`config.mk`:
```
export PLATFORM = sky130hd
export DESIGN_NAME = base64_stream_decoder
export DESIGN_NICKNAME = d
export VERILOG_FILES = /design/src/sv/b64d_pkg.sv /design/src/sv/b64d_front.sv /design/src/sv/b64d_cmd_fifo.sv /design/src/sv/b64d_back.sv /design/src/sv/base64_stream_decoder.sv
export SDC_FILE = /design/constraint.sdc
export NUM_CORES = 1
export LEC_CHECK = 0
export BUFFER_PORTS_ARGS = -buffer_cell sky130_fd_sc_hd__buf_2
export CORE_MARGIN = 1
export CORE_UTILIZATION = 40
export CTS_BUF_LIST = sky130_fd_sc_hd__clkbuf_16
export DETAILED_ROUTE_END_ITERATION = 8
export SYNTH_ARGS = -nofsm -noshare
export SYNTH_HDL_FRONTEND = slang
export SYNTH_SLANG_ARGS = --single-unit
```
`constraint.sdc`:
```
create_clock -name clk -period 3.6 [get_ports clk]
set_input_delay 0.18 -clock clk [delete_from_list [all_inputs] [get_ports clk]]
set_output_delay 0.18 -clock clk [all_outputs]
set_load 0.005 [all_outputs]
```
`src/sv/b64d_pkg.sv`:
```
`timescale 1ns / 1ps
`default_nettype none

package b64d_pkg;

	// Character codes that the decoder treats specially.
	localparam logic [7:0] CharPad    = 8'h3D;
	localparam logic [7:0] CharUpperA = 8'h41;
	localparam logic [7:0] CharUpperZ = 8'h5A;
	localparam logic [7:0] CharLowerA = 8'h61;
	localparam logic [7:0] CharLowerZ = 8'h7A;
	localparam logic [7:0] CharDigit0 = 8'h30;
	localparam logic [7:0] CharDigit9 = 8'h39;
	localparam logic [7:0] CharPlus   = 8'h2B;
	localparam logic [7:0] CharSlash  = 8'h2F;

	// Sextet values for the ranges and symbols of the alphabet.
	localparam logic [7:0] LowerBase  = 8'd26;
	localparam logic [7:0] DigitBase  = 8'd52;
	localparam logic [5:0] SextetPlus  = 6'd62;
	localparam logic [5:0] SextetSlash = 6'd63;

	// Default depth of the command queue between front and back.
	localparam int QueueDepthDefault = 4;

	// One accepted input word.
	typedef struct packed {
		logic [7:0] char_code;
		logic       last_char;
	} in_word_t;

	// One delivered result word.
	typedef struct packed {
		logic [7:0] out_byte;
		logic       has_data;
		logic       msg_end;
	} out_word_t;

	// Command from the front to the back: up to three bytes of one group.
	// A byte count of zero with msg_end set is a bare end marker.
	typedef struct packed {
		logic [2:0][7:0] grp_bytes;
		logic [1:0]      nbytes;
		logic            msg_end;
	} cmd_t;

	// Maps a character to its sextet; characters outside the alphabet give zero.
	function automatic logic [5:0] sextet_of(input logic [7:0] c);
		logic [5:0] s;
		begin
			s = 6'd0;
			if (c >= CharUpperA && c <= CharUpperZ) begin
				s = 6'(c - CharUpperA);
			end else if (c >= CharLowerA && c <= CharLowerZ) begin
				s = 6'(c - CharLowerA + LowerBase);
			end else if (c >= CharDigit0 && c <= CharDigit9) begin
				s = 6'(c - CharDigit0 + DigitBase);
			end else if (c == CharPlus) begin
				s = SextetPlus;
			end else if (c == CharSlash) begin
				s = SextetSlash;
			end
			return s;
		end
	endfunction

endpackage

`default_nettype wire

```
`src/sv/b64d_front.sv`:
```
`timescale 1ns / 1ps
`default_nettype none

module b64d_front (
	input  wire logic             clk,
	input  wire logic             arst_n,
	input  wire logic             accept,
	input  wire b64d_pkg::in_word_t word,
	output logic                  push,
	output b64d_pkg::cmd_t        cmd
);
	import b64d_pkg::*;

	logic [1:0] pos_q;
	logic       twp_q;
	logic       stopped_q;
	logic [5:0] store_q [3];

	logic [1:0] pos_d;
	logic       twp_d;
	logic       stopped_d;
	logic       wr_store;
	logic [5:0] sext;
	logic       pad;
	logic       last;

	// Packs four sextets into three bytes.
	function automatic logic [2:0][7:0] pack_group(input logic [5:0] a, input logic [5:0] b,
			input logic [5:0] c, input logic [5:0] d);
		logic [2:0][7:0] r;
		begin
			r[0] = {a, b[5:4]};
			r[1] = {b[3:0], c[5:2]};
			r[2] = {c[1:0], d};
			return r;
		end
	endfunction

	assign sext = sextet_of(word.char_code);
	assign pad  = (word.char_code == CharPad);
	assign last = word.last_char;

	// Group tracking: next state and the command for this word.
	always_comb begin
		pos_d         = pos_q;
		twp_d         = twp_q;
		stopped_d     = stopped_q;
		wr_store      = 1'b0;
		push          = 1'b0;
		cmd.grp_bytes = '0;
		cmd.nbytes    = 2'd0;
		cmd.msg_end   = last;
		if (accept) begin
			if (stopped_q) begin
				push = last;
			end else begin
				unique case (pos_q)
					2'd0: begin
						if (pad) begin
							push      = last;
							stopped_d = 1'b1;
						end else begin
							wr_store      = 1'b1;
							pos_d         = 2'd1;
							push          = last;
							cmd.grp_bytes = pack_group(sext, 6'd0, 6'd0, 6'd0);
							cmd.nbytes    = 2'd3;
						end
					end
					2'd1: begin
						wr_store      = 1'b1;
						pos_d         = 2'd2;
						push          = last;
						cmd.grp_bytes = pack_group(store_q[0], sext, 6'd0, 6'd0);
						cmd.nbytes    = 2'd3;
					end
					2'd2: begin
						wr_store      = 1'b1;
						twp_d         = pad;
						pos_d         = 2'd3;
						push          = last;
						cmd.grp_bytes = pack_group(store_q[0], store_q[1], sext, 6'd0);
						cmd.nbytes    = pad ? 2'd1 : 2'd3;
					end
					default: begin
						push          = 1'b1;
						cmd.grp_bytes = pack_group(store_q[0], store_q[1], store_q[2], sext);
						if (twp_q) begin
							cmd.nbytes = 2'd1;
							stopped_d  = 1'b1;
						end else if (pad) begin
							cmd.nbytes = 2'd2;
							stopped_d  = 1'b1;
						end else begin
							cmd.nbytes = 2'd3;
						end
						pos_d = 2'd0;
						twp_d = 1'b0;
					end
				endcase
			end
			// The final character of a message returns everything to the start.
			if (last) begin
				pos_d     = 2'd0;
				twp_d     = 1'b0;
				stopped_d = 1'b0;
			end
		end
	end

	// Control state.
	always_ff @(posedge clk or negedge arst_n) begin
		if (!arst_n) begin
			pos_q     <= 2'd0;
			twp_q     <= 1'b0;
			stopped_q <= 1'b0;
		end else begin
			pos_q     <= pos_d;
			twp_q     <= twp_d;
			stopped_q <= stopped_d;
		end
	end

	// Sextets of the current group.
	always_ff @(posedge clk) begin
		if (wr_store) begin
			store_q[pos_q] <= sext;
		end
	end

	// Decoding stops only at a group boundary.
	assert property (@(posedge clk) disable iff (!arst_n) stopped_q |-> pos_q == 2'd0)
		else $error("decoder stopped in the middle of a group");

	// A final character leaves the tracker at the start of a fresh message.
	assert property (@(posedge clk) disable iff (!arst_n)
		accept && last |=> pos_q == 2'd0 && !stopped_q && !twp_q)
		else $error("state not cleared after the final character");

	// The pad flag of the third character lives only in the last position.
	assert property (@(posedge clk) disable iff (!arst_n) twp_q |-> pos_q == 2'd3)
		else $error("third-pad flag set outside the fourth position");

endmodule

`default_nettype wire

```
`src/sv/b64d_cmd_fifo.sv`:
```
`timescale 1ns / 1ps
`default_nettype none

module b64d_cmd_fifo #(
	parameter int Depth = b64d_pkg::QueueDepthDefault
) (
	input  wire logic           clk,
	input  wire logic           arst_n,
	input  wire logic           push,
	input  wire b64d_pkg::cmd_t wr_cmd,
	input  wire logic           pop,
	output b64d_pkg::cmd_t      rd_cmd,
	output logic                full,
	output logic                empty
);
	import b64d_pkg::*;

	localparam int PtrW = (Depth > 1) ? $clog2(Depth) : 1;
	localparam int CntW = $clog2(Depth + 1);
	localparam logic [PtrW-1:0] LastPtr = PtrW'(Depth - 1);
	localparam logic [CntW-1:0] FullCnt = CntW'(Depth);

	cmd_t            entry_q [Depth];
	logic [PtrW-1:0] wr_ptr_q;
	logic [PtrW-1:0] rd_ptr_q;
	logic [CntW-1:0] count_q;

	assign full   = (count_q == FullCnt);
	assign empty  = (count_q == '0);
	assign rd_cmd = entry_q[rd_ptr_q];

	// Pointers and fill count.
	always_ff @(posedge clk or negedge arst_n) begin
		if (!arst_n) begin
			wr_ptr_q <= '0;
			rd_ptr_q <= '0;
			count_q  <= '0;
		end else begin
			if (push) begin
				wr_ptr_q <= (wr_ptr_q == LastPtr) ? '0 : wr_ptr_q + 1'b1;
			end
			if (pop) begin
				rd_ptr_q <= (rd_ptr_q == LastPtr) ? '0 : rd_ptr_q + 1'b1;
			end
			if (push && !pop) begin
				count_q <= count_q + 1'b1;
			end else if (pop && !push) begin
				count_q <= count_q - 1'b1;
			end
		end
	end

	// Entry storage.
	always_ff @(posedge clk) begin
		if (push) begin
			entry_q[wr_ptr_q] <= wr_cmd;
		end
	end

	assert property (@(posedge clk) disable iff (!arst_n) push |-> !full)
		else $error("command pushed into a full queue");

	assert property (@(posedge clk) disable iff (!arst_n) pop |-> !empty)
		else $error("command popped from an empty queue");

	assert property (@(posedge clk) disable iff (!arst_n) count_q <= FullCnt)
		else $error("queue fill count out of range");

endmodule

`default_nettype wire

```
`src/sv/b64d_back.sv`:
```
`timescale 1ns / 1ps
`default_nettype none

module b64d_back (
	input  wire logic           clk,
	input  wire logic           arst_n,
	input  wire b64d_pkg::cmd_t head,
	input  wire logic           empty,
	output logic                pop,
	output logic                valid,
	input  wire logic           stall,
	output b64d_pkg::out_word_t word
);
	import b64d_pkg::*;

	logic [1:0] idx_q;
	logic       valid_q;
	out_word_t  word_q;

	logic       load;
	logic [1:0] idx_end;
	logic       at_end;
	out_word_t  next_word;

	// Walk through the bytes of the head command, one word per cycle while not stalled.
	assign load    = !empty && (!valid_q || !stall);
	assign idx_end = (head.nbytes == 2'd0) ? 2'd0 : head.nbytes - 2'd1;
	assign at_end  = (idx_q == idx_end);
	assign pop     = load && at_end;

	always_comb begin
		next_word.out_byte = (head.nbytes == 2'd0) ? 8'd0 : head.grp_bytes[idx_q];
		next_word.has_data = (head.nbytes != 2'd0);
		next_word.msg_end  = head.msg_end && at_end;
	end

	// Output register and byte index.
	always_ff @(posedge clk or negedge arst_n) begin
		if (!arst_n) begin
			idx_q   <= 2'd0;
			valid_q <= 1'b0;
		end else begin
			if (load) begin
				valid_q <= 1'b1;
				idx_q   <= at_end ? 2'd0 : idx_q + 2'd1;
			end else if (!stall) begin
				valid_q <= 1'b0;
			end
		end
	end

	always_ff @(posedge clk) begin
		if (load) begin
			word_q <= next_word;
		end
	end

	assign valid = valid_q;
	assign word  = word_q;

	// A command part-way through stays at the head until its last byte goes out.
	assert property (@(posedge clk) disable iff (!arst_n) idx_q != 2'd0 |-> !empty)
		else $error("partly sent command left the queue");

	// The index never passes the last byte of a group.
	assert property (@(posedge clk) disable iff (!arst_n) idx_q != 2'd3)
		else $error("byte index out of range");

	// A word without data is only ever the end marker.
	assert property (@(posedge clk) disable iff (!arst_n)
		valid_q && !word_q.has_data |-> word_q.msg_end && word_q.out_byte == 8'd0)
		else $error("empty word that is not an end marker");

endmodule

`default_nettype wire

```
`src/sv/base64_stream_decoder.sv`:
```
`timescale 1ns / 1ps
`default_nettype none

// Streaming base64 decoder. It takes one text character per cycle on the chr
// channel (with a flag on the final character of a message) and returns one
// result word per cycle on the dec channel while dec_stall is low: a decoded
// byte, or a byte-less end marker when a message ends with nothing left to
// emit. A result passes a queue entry and the back's output register before it
// shows on dec_valid. The front tracks the four-character group and pushes one
// command per finished group or final character into a queue of QueueDepth
// entries; the back drains it at one byte per cycle while dec_stall is low.
// Four characters give at most three bytes, so the input runs at one character
// per cycle in steady state; a final character early in a group can release
// three bytes at once, and chr_stall rises only when the queue is full.
module base64_stream_decoder #(
	parameter int QueueDepth = b64d_pkg::QueueDepthDefault
) (
	input  wire logic                 clk,
	input  wire logic                 arst_n,
	input  wire logic                 chr_valid,
	output logic                      chr_stall,
	input  wire b64d_pkg::in_word_t   chr_word,
	output logic                      dec_valid,
	input  wire logic                 dec_stall,
	output b64d_pkg::out_word_t       dec_word
);
	import b64d_pkg::*;

	logic chr_accept;
	logic push;
	logic pop;
	logic full;
	logic empty;
	cmd_t wr_cmd;
	cmd_t rd_cmd;

	assign chr_stall  = full;
	assign chr_accept = chr_valid && !full;

	// Character classification and group tracking.
	b64d_front u_front (
		.clk    (clk),
		.arst_n (arst_n),
		.accept (chr_accept),
		.word   (chr_word),
		.push   (push),
		.cmd    (wr_cmd)
	);

	// Command queue between the two halves.
	b64d_cmd_fifo #(
		.Depth (QueueDepth)
	) u_fifo (
		.clk    (clk),
		.arst_n (arst_n),
		.push   (push),
		.wr_cmd (wr_cmd),
		.pop    (pop),
		.rd_cmd (rd_cmd),
		.full   (full),
		.empty  (empty)
	);

	// Byte serializer and output register.
	b64d_back u_back (
		.clk    (clk),
		.arst_n (arst_n),
		.head   (rd_cmd),
		.empty  (empty),
		.pop    (pop),
		.valid  (dec_valid),
		.stall  (dec_stall),
		.word   (dec_word)
	);

endmodule

`default_nettype wire
```
# Word-level counts from Yosys, hierarchy flattened

Memory sizes are Yosys's and may differ from the RTL's.
Index checks and enable logic that the tools add are counted.

Flip-flop bits (word level): 24
Logic and storage cells: 115
Memory bits (writable): 126
Bits of input ports: 13
Memories kept: 2

Add/sub/neg operators: 11
Equal/unequal tests: 13
Reductions and logical operators: 26
Order comparisons: 7
Muxes and demuxes: 45

Memories:

| name            | depth | width | rd ports | clocked after memory_dff | write ports | RTL line            | text |
|---|---|---|---|---|---|---|---|
| u_fifo.entry_q  | 4     | 27    | 1        | 0                        | 1           | b64d_cmd_fifo.sv:23 | `cmd_t entry_q [Depth];` |
| u_front.store_q | 3     | 6     | 3        | 0                        | 1           | b64d_front.sv:17    | `logic [5:0] store_q [3];` |

Operators by type and width:

| cell                | number |
|---|---|
| $pmux 26 s3         | 1 |
| $mux 26             | 2 |
| $mux 6              | 5 |
| $eq 8x6->1 const B  | 3 |
| $mux 1              | 19 |
| $mux 2              | 9 |
| $bmux 8 s2          | 1 |
| $ge 8x7->1 const B  | 2 |
| $le 8x7->1 const B  | 2 |
| $sub 6x6->6 const B | 2 |
| $mux 10             | 1 |
| $logic_and 1x1->1   | 9 |
| $ge 8x6->1 const B  | 1 |
| $le 8x6->1 const B  | 1 |
| $mux 8              | 1 |
| $add 2x1->2 const B | 3 |
| $add 6x5->6 const B | 1 |
| $add 6x6->6 const B | 1 |
| $eq 2x2->1 const B  | 3 |
| $logic_not 1->1     | 6 |
| $mux 3              | 2 |
| $pmux 1 s2          | 3 |
| $pmux 2 s3          | 1 |
| $reduce_and 3->1    | 2 |
| 17 further kinds    | 21 |

# Logic depth before layout (Yosys ltp)

Gate-level depths: netlist of run 1.

Word-level depth: 10
Gate-level depth with buffers: 13

# Modules after synthesis

From an unflattened synthesis of run 1, not the netlist that was laid out.

Cell total of the unflattened synthesis: 472
Area total of the unflattened synthesis: 7031.7 um^2

By module, submodules not included:

| module                | area each (um^2) | cells an instance | seq. area each (um^2) | times used |
|---|---|---|---|---|
| b64d_cmd_fifo         | 4317.9           | 178               | 3418.3                | 1 |
| b64d_front            | 1950.6           | 220               | 640.6                 | 1 |
| b64d_back             | 749.5            | 73                | 375.4                 | 1 |
| base64_stream_decoder | 13.8             | 1                 | 0.0                   | 1 |

# Worst setup path before layout of run 1

Ideal clock, no wire load.

Kind: reg2reg
Start: register u_fifo.rd_ptr_q[0]
End: register u_fifo.count_q[2]
Required time: 3521 ps
Clock period less this slack: 2706 ps
Buffers on the path: 1
Path slack: 894 ps
Cell stages (with the launch flop): 14
Data arrival time: 2627 ps
Cell sequence: dfrtp_1 -> buf_6 -> mux4_2 -> nor2b_4 -> a21oi_2 -> a2bb2oi_2 -> nor2_2 -> inv_1 -> ha_1 -> inv_1 -> fa_1 -> xor2_1 -> nor2_1 -> xor2_1

Word-level cells in the longest chain between the ends: 8

Ends and longest elaborated chain:

| item                                                  | RTL line            | text |
|---|---|---|
| start: declaration                                    | b64d_cmd_fifo.sv:25 | `logic [PtrW-1:0] rd_ptr_q;` |
| start signal: assignment                              | b64d_cmd_fifo.sv:43 | `rd_ptr_q <= (rd_ptr_q == LastPtr) ? '0 : rd_ptr_q + 1'b1;` |
| $mem_v2 4x27 *                                        | -                   |  |
| $sub 2x1->2 / $logic_not 2->1 (equally long branches) | b64d_back.sv:27     | `assign idx_end = (head.nbytes == 2'd0) ? 2'd0 : head.nbytes - 2'd1;` |
| $mux 2 *                                              | b64d_back.sv:27     |  |
| $eq 2x2->1 *                                          | b64d_back.sv:28     | `assign at_end = (idx_q == idx_end);` |
| $logic_and 1x1->1 *                                   | b64d_back.sv:29     | `assign pop = load && at_end;` |
| $logic_not 1->1                                       | b64d_cmd_fifo.sv:45 | `if (push && !pop) begin` |
| $logic_and 1x1->1                                     | b64d_cmd_fifo.sv:45 |  |
| $mux 3 / $reduce_bool 2->1 (equally long branches)    | -                   |  |
| end signal: assignment                                | b64d_cmd_fifo.sv:46 | `count_q <= count_q + 1'b1;` |
| end signal: assignment                                | b64d_cmd_fifo.sv:48 | `count_q <= count_q - 1'b1;` |
| end: declaration                                      | b64d_cmd_fifo.sv:26 | `logic [CntW-1:0] count_q;` |

Every way passes the cells marked *; elsewhere a longest branch is shown, timed or not.
A chain may end at the register's enable or synchronous reset.

# Worst setup path in the final report of run 1

Ends and elaborated chain as after synthesis.

==> results.md, run 1 <==
* Outcome: finished, final reports clean
* Cell chain of the critical path: mux4_2, nor2b_4, a21oi_2, a2bb2oi_2, nor2_2, inv_1, ha_1, inv_1, fa_1, xor2_1, nor2_1, xor2_1
* Worst slew pin tran at ~0.70 ns
* Worst hold path type: input pin to flip-flop
* Crit path max-delay family: multiplexers
* CTS tree: built
* Gpl congestion at roughly 0.85
* Critical path endpoint category: flip-flop
* Final global-route overflow total at 0
* WP data arrival at 3.24 ns
* Final TNS setup at 0 ns
* Setup WS post-layout at 0.700 ns
* Seq/Total Area, Yosys at 0.659
* Max Fanout on Critical Path at 8
* Yosys warnings at 0
* Synth top area share at 0.607
* Most numerous cell in the Yosys netlist: edfxtp_1
* Highest Signal Layer: met4
* Fill count at about 1,400
* Critical path buffers and inverters at 2
* Slowest cell on crit path: mux4_2
* Final cycle utilization of the critical path at 0.806
* Drt initial violations at 312
* CTS-repair resized insts at 0
* M1 wire length at a little under 6 mm
* RSZ-0062 raised after global routing: false
* Area leader, netlist: edfxtp_1
* Top FF cell, synth: edfxtp_1
* Post-Place Setup Slack at slightly above 0.7 ns
* Number of routed nets with antenna violations at 0
* Most common library cells after synthesis: edfxtp_1 (136), nand2_1 (39), nor2_1 (37)
* Synthesized area per cell at between 10 and 15 µm²
* MaxCap Viol Count at 0
* Die Y at ~130 µm
* Critical path class: flip-flop to flip-flop
* Met2 wire length at 6.84 mm
* Hold buffer count at cts at 2
* Hold Path Stages at 2
* Io pins at 25
* Diodes inserted at 0
* Worst VDD drop at about 0.34 mV
* Reg2reg setup slack at roughly 0.7 ns
* Critical path launch point type: flip-flop
* Port bufs at 24
* Core area at about 17,000 µm²
* Clk_skew at about 0.011 ns
* Max_slew headroom at 0.531
* Setup Buffers After CTS at 0
* Pre-antenna DRT Iters at 5
* Clock Pin Slew Worst Setup and Hold Paths at 0.06 ns
* P&R area growth vs syn at 15.3%
* Die area at 17,300 µm²
* Synth Cell Area at 6730 µm²
* Final Util at 0.470
* DR vias at around 3,900
* Largest cells by area after synthesis: edfxtp_1 (61%), mux4_2 (9.0%), dfrtp_1 (5.2%)
* CTS Buf Count at 17
* Pin count of the biggest net entering global routing at 28
* Met3 Wirelength at between 500 and 600 µm
* Placed Cells at 701
* Final setup vio count at 0
* Syn Nets at a little under 500
* Final net count at ~540
* Peak Freq at ~340 MHz
* Vias per Instance at roughly 5.2
* Tot Pwr at ~0.0060 W
* Mapped Cells at approximately 460
* Power Dens Cells at between 700 and 800 nW/µm²
* Count of cell types in the netlist at between 50 and 60
* Non-Filler Instances at between 700 and 800
* Final Critical Period at just under 3 ns
* Fin. max-slew vios at 0
* First-pass GRT wire length at roughly 21 mm
* Initial Util at 0.407
* Crit path largest cell delay at ~0.58 ns
* # DRC at 0
* Critical Path RT at about 3.9 ns
* Pleak at 2.77 nW
* Asr flop ratio synth at 0.0933
* Number of synthesized flops with an enable pin at approximately 140
* Clk_lat worst skew at about 0.42 ns
* Initial antenna violation count at 0
* H-tree Lvls at 4
* R2R cell count at 12
* Die X at around 130 µm
* Clock Tree Buf Depth at 2
* Total wire length at 13.5 mm
* CP Depth at 12
* Vias in the first global route at between 3,000 and 4,000
* FP Rows at 47
* Share of post-route cells with drive strength above 1 at 0.196
* HPWL after DPL at between 9 and 10 mm
* Hold Violations, Final at 0
* WL per Instance at ~18 µm
* Root Buffer: clkbuf_16
* TritonCTS Sinks at 150
* Post-synthesis register bit count at 150
* GRT Total Usage at 0.166
registers in the layout, summed over array words and instances (netlist names):
register / flops
u_back.idx_q: 2
u_back.valid: 1
u_back.word: 10
u_fifo.count_q: 3
u_fifo.entry_q: 108
u_fifo.rd_ptr_q: 2
u_fifo.wr_ptr_q: 2
u_front.pos_q: 2
u_front.stopped_q: 1
u_front.store_q: 18
u_front.twp_q: 1
final cells by class:
class | count | area [µm²] | area share
multi-input cells | 272 | 2130 | 0.274
inverters | 25 | 93.8 | 0.0121
clock buffers | 17 | 425 | 0.0548
flip-flops and latches | 150 | 4440 | 0.572
well taps | 220 | 275 | 0.0355
clock inverters | 14 | 186 | 0.0240
repair buffers | 36 | 215 | 0.0277
worst reg2reg max path, delay by kind of cell (launching register included):
family	cells	cell delay [ns]
adder cells (fa/ha/maj)	2	0.55
buffers and inverters	2	0.15
XOR/XNOR	2	0.32
flip-flops	1	0.49
multiplexers	1	0.58
AND/OR/NAND/NOR	3	0.36
AO/OA/AOI/OAI	2	0.37
layout by cell type, fill, tap and decap left out, types with 5 or more instances in the layout:
cell	count
edfxtp_1	136
nand2_1	39
nor2_1	37
a21oi_1	35
mux4_2	27
inv_1	26
buf_2	24
ha_1	19
clkbuf_16	17
o21ai_0	15
nand3_1	14
dfrtp_1	13
nor2b_1	12
buf_4	10
a22oi_1	7
and3_1	5
report_power, final:
group | total (W) | switching (W) | internal, W
logic | 0.00171 | 0.000980 | 0.000726
clock network | 0.00181 | 0.000665 | 0.00115
registers | 0.00250 | 0.000173 | 0.00233
layer usage:
layer | GRT usage | vias to the layer above
met5 | 0 | -
met1 | 0.209 | 1929
met3 | 0.0428 | 8
met4 | 0.0594 | 0
met2 | 0.277 | 85
li1 | - | 1829
worst paths after layout:
| kind | startpoint | to |
|---|---|---|
| max | u_fifo.rd_ptr_q[0]$_DFFE_PN0P_ | u_fifo.count_q[2]$_DFFE_PN0P_ |
| min | chr_word[0] | u_front.stopped_q$_DFFE_PN0P_ |
| max reg2reg | u_fifo.rd_ptr_q[0]$_DFFE_PN0P_ | u_fifo.count_q[2]$_DFFE_PN0P_ |
| min reg2reg | u_fifo.count_q[2]$_DFFE_PN0P_ | u_fifo.count_q[2]$_DFFE_PN0P_ |
| max in group asynchronous | arst_n | u_fifo.rd_ptr_q[0]$_DFFE_PN0P_ |
| min in group asynchronous | arst_n | u_fifo.rd_ptr_q[0]$_DFFE_PN0P_ |
per-stage QoR:
step	cell area, µm²	hold WS, ns
after floorplan	6730	-0.116
after global placement	7130	0.0931
after detailed placement	7130	0.101
after CTS	7760	0.0864
after global routing	7760	0.103
final	7760	0.0838
cells by family after synthesis:
group	synth area share
XOR/XNOR	0.00651
adder cells (fa/ha/maj)	0.0383
multiplexers	0.0997
buffers and inverters	0.0249
AO/OA/AOI/OAI	0.0772
flip-flops	0.659
AND/OR/NAND/NOR	0.0945
(Power assumes the default switching activity.)
==> run 2, diff against run 1 <==
==> constraint.sdc (replaced) <==
create_clock -name clk -period 2.5 [get_ports clk]
set_input_delay 0.125 -clock clk [delete_from_list [all_inputs] [get_ports clk]]
set_output_delay 0.125 -clock clk [all_outputs]
set_load 0.005 [all_outputs]
==> run 2 against run 1 <==
  * Final area is 2.5% higher
  * Via count is 4.3% higher
  * First-iteration DRC count down 4.5%
  * The flow now finishes with violations (negative setup slack)
  * Sequential cell count unchanged
  * Maximum frequency increased by 14%
  * Critical endpoint unchanged
  * Worst hold slack got worse by 0.033 ns
  * Sequential share of layout area decreased by 1.4 points
  * Wire length grew 2.6%
==> results.md, run 2 (synthesized netlist as in run 1, its figures left out) <==
* Max_slew headroom at 0.550 (+0.0195)
* Gpl congestion at 0.890 (+4.5%)
* CTS Buf Count at 17 (unchanged)
* Crit path largest cell delay at 0.54 ns (-0.04 ns)
* Final Critical Period at 2.54 ns (-0.359 ns)
* Die Y at 132 µm (unchanged)
* Pre-antenna DRT Iters at 5 (unchanged)
* First-pass GRT wire length at 21.8 mm (+1.8%)
* Vias in the first global route at 4,109 (+3.8%)
* Max Fanout on Critical Path at 3 (-5)
* Critical path launch point type: flip-flop
* DR vias at 4,018 (+4.3%)
* Pin count of the biggest net entering global routing at 28 (unchanged)
* Final cycle utilization of the critical path at 1.02 (+0.211)
* Commonest non-fill, non-tap cell in the layout: edfxtp_1
* Power Dens Cells at 1110 nW/µm² (+43%)
* Port bufs at 24 (unchanged)
* H-tree Lvls at 4 (unchanged)
* Peak Freq at 394 MHz (+14%)
* P&R area growth vs syn at 18.2%
* Core area at 16,500 µm² (unchanged)
* Clk_skew at 0.0128 ns (+0.00200 ns)
* Initial antenna violation count at 0 (unchanged)
* Io pins at 25 (unchanged)
* Crit path max-delay family: multiplexers
* Clock Tree Buf Depth at 2 (unchanged)
* GRT Total Usage at 0.168 (+0.00200)
* Setup WS post-layout at -0.0411 ns (-0.741 ns)
* Initial Util at 0.407 (unchanged)
* Comb power frac at 0.311 (+0.027)
* Root Buffer: clkbuf_16
* WL per Instance at 18.2 µm (-0.94%)
* Pleak at 2.91 nW (+5.1%)
* Critical path class: flip-flop to flip-flop
* CTS tree: built
* RSZ-0062 raised after global routing: true
* Net Sw Power at 0.00271 W (+49%)
* Die X at 132 µm (unchanged)
* FP Rows at 47 (unchanged)
* Drt initial violations at 298 (-4.5%)
* TritonCTS Sinks at 150 (unchanged)
* Number of routed nets with antenna violations at 0 (unchanged)
* Critical path endpoint category: flip-flop
* Outcome: finished with violations
* Tot Pwr at 0.00883 W (+47%)
* Final setup vio count at 2 (+2)
* Internal power at 0.00612 W (+46%)
* Switching fraction of total power at 0.307 (+0.00525)
* Commonest cells after routing, fill and taps aside: edfxtp_1 (136), nand2_1 (39), nor2_1 (37)
* Vias per Instance at 5.29 (+0.77%)
* Hold Violations, Final at 0 (unchanged)
* Clk_lat worst skew at 0.42 ns (about the same)
* MaxCap Viol Count at 0 (unchanged)
* Cell chain of the critical path: mux4_2, nor2b_4, a21oi_2, a2bb2oi_2, nor2_2, inv_1, ha_2, inv_2, fa_2, xor2_1, nor2_1, xor2_1
* Final net count at 560 (+4.7%)
* # DRC at 0 (unchanged)
* Largest Register: u_fifo.entry_q
* Clock Pin Slew Worst Setup and Hold Paths at 0.06 ns (about the same)
* Total wire length at 13.8 mm (+2.6%)
* Diodes inserted at 0 (unchanged)
* Worst slew pin tran at 0.672 ns (-0.0291 ns)
* Slowest cell on crit path: mux4_2
* Fin. max-slew vios at 0 (unchanged)
* Final global-route overflow total at 0 (unchanged)
* Worst VDD drop at 0.497 mV (+46%)
* Critical Path RT at 2.84 ns (-1.10 ns)
* WP data arrival at 2.88 ns (-0.36 ns)
* HPWL after DPL at 9.28 mm (+2.9%)
* Largest register FFs at 108 (unchanged)
* Failing checks: negative setup slack
* Final Util at 0.481 (+0.0119)
* Reg power frac at 0.399 (-0.016)
* Die area at 17,300 µm² (unchanged)
* Critical path buffers and inverters at 2 (unchanged)
* Worst hold path type: input pin to flip-flop
* Most used cell, CP: xor2_1
* Clock network fraction of design power at 0.290 (-0.011)
* Share of post-route cells with drive strength above 1 at 0.243 (+0.0461)
[run 2: path summary, 6_finish.rpt]
| path | from | to | slack (ns) | cells after the start |
|---|---|---|---|---|
| worst max-delay path | u_fifo.rd_ptr_q[0]$_DFFE_PN0P_ | u_fifo.count_q[2]$_DFFE_PN0P_ | -0.04 | 12 |
| worst min-delay path | chr_word[0] | u_front.stopped_q$_DFFE_PN0P_ | 0.05 | 2 |
| worst max register to register | u_fifo.rd_ptr_q[0]$_DFFE_PN0P_ | u_fifo.count_q[2]$_DFFE_PN0P_ | -0.04 | 12 |
| worst min register to register | u_back.valid$_DFFE_PN0P_ | u_back.valid$_DFFE_PN0P_ | 0.49 | 2 |
| max in group asynchronous | arst_n | u_fifo.rd_ptr_q[0]$_DFFE_PN0P_ | 2.06 | 2 |
| min in group asynchronous | arst_n | u_back.idx_q[1]$_DFFE_PN0P_ | 0.15 | 2 |
[run 2: final cells by class]
class	instances	area (µm²)
clock buffers	20	500
repair buffers	61	403
fillers	1389	8570
flip-flops and latches	150	4440
clock inverters	12	111
well taps	220	275
inverters	25	93.8
multi-input cells	272	2140
[run 2: layer usage]
layer / routed length (µm) / global-route usage
met3: 469 / 0.0363
met5: 0 / 0
met4: 220 / 0.0652
met1: 6090 / 0.211
met2: 7030 / 0.284
[run 2: worst register-to-register path, stage by stage (launching register included)]
cell	delay (ns)
dfrtp_2	0.39
mux4_2	0.54
nor2b_4	0.15
a21oi_2	0.13
a2bb2oi_2	0.18
nor2_2	0.07
inv_1	0.05
ha_2	0.17
inv_2	0.04
fa_2	0.32
xor2_1	0.14
nor2_1	0.11
xor2_1	0.15
[run 2: metrics by stage]
step | hold WS (ns) | cell area, µm² | cells | TNS (ns) | setup slack, ns
after floorplan | -0.171 | 6730 | 463 | -0.339 | -0.171
after global placement | 0.0491 | 7300 | 724 | 0 | 0.00292
after detailed placement | 0.0586 | 7300 | 724 | -0.0939 | -0.0559
after CTS | 0.0408 | 7950 | 759 | -0.0880 | -0.0492
after global routing | 0.0652 | 7960 | 760 | -0.306 | -0.166
final | 0.0506 | 7960 | 760 | -0.0763 | -0.0411
[run 2: repair_timing]
item | 4_1_cts | 5_1_grt
resized for setup | 2 | 0
pin swaps | 1 | 0
setup endpoints to repair | 2 | 2
hold buffers | 2 | 0
buffers inserted | 1 | 1
endpoints found under the hold margin | 15 | 0
[run 2: power by group through the flow]
stage	Clock, W	Combinational (W)	Sequential [W]
after floorplan	0	0.00186	0.00355
after global placement	0	0.00267	0.00355
after detailed placement	0	0.00273	0.00358
after CTS	0.00260	0.00277	0.00353
after global routing	0.00269	0.00302	0.00357
final	0.00256	0.00275	0.00353
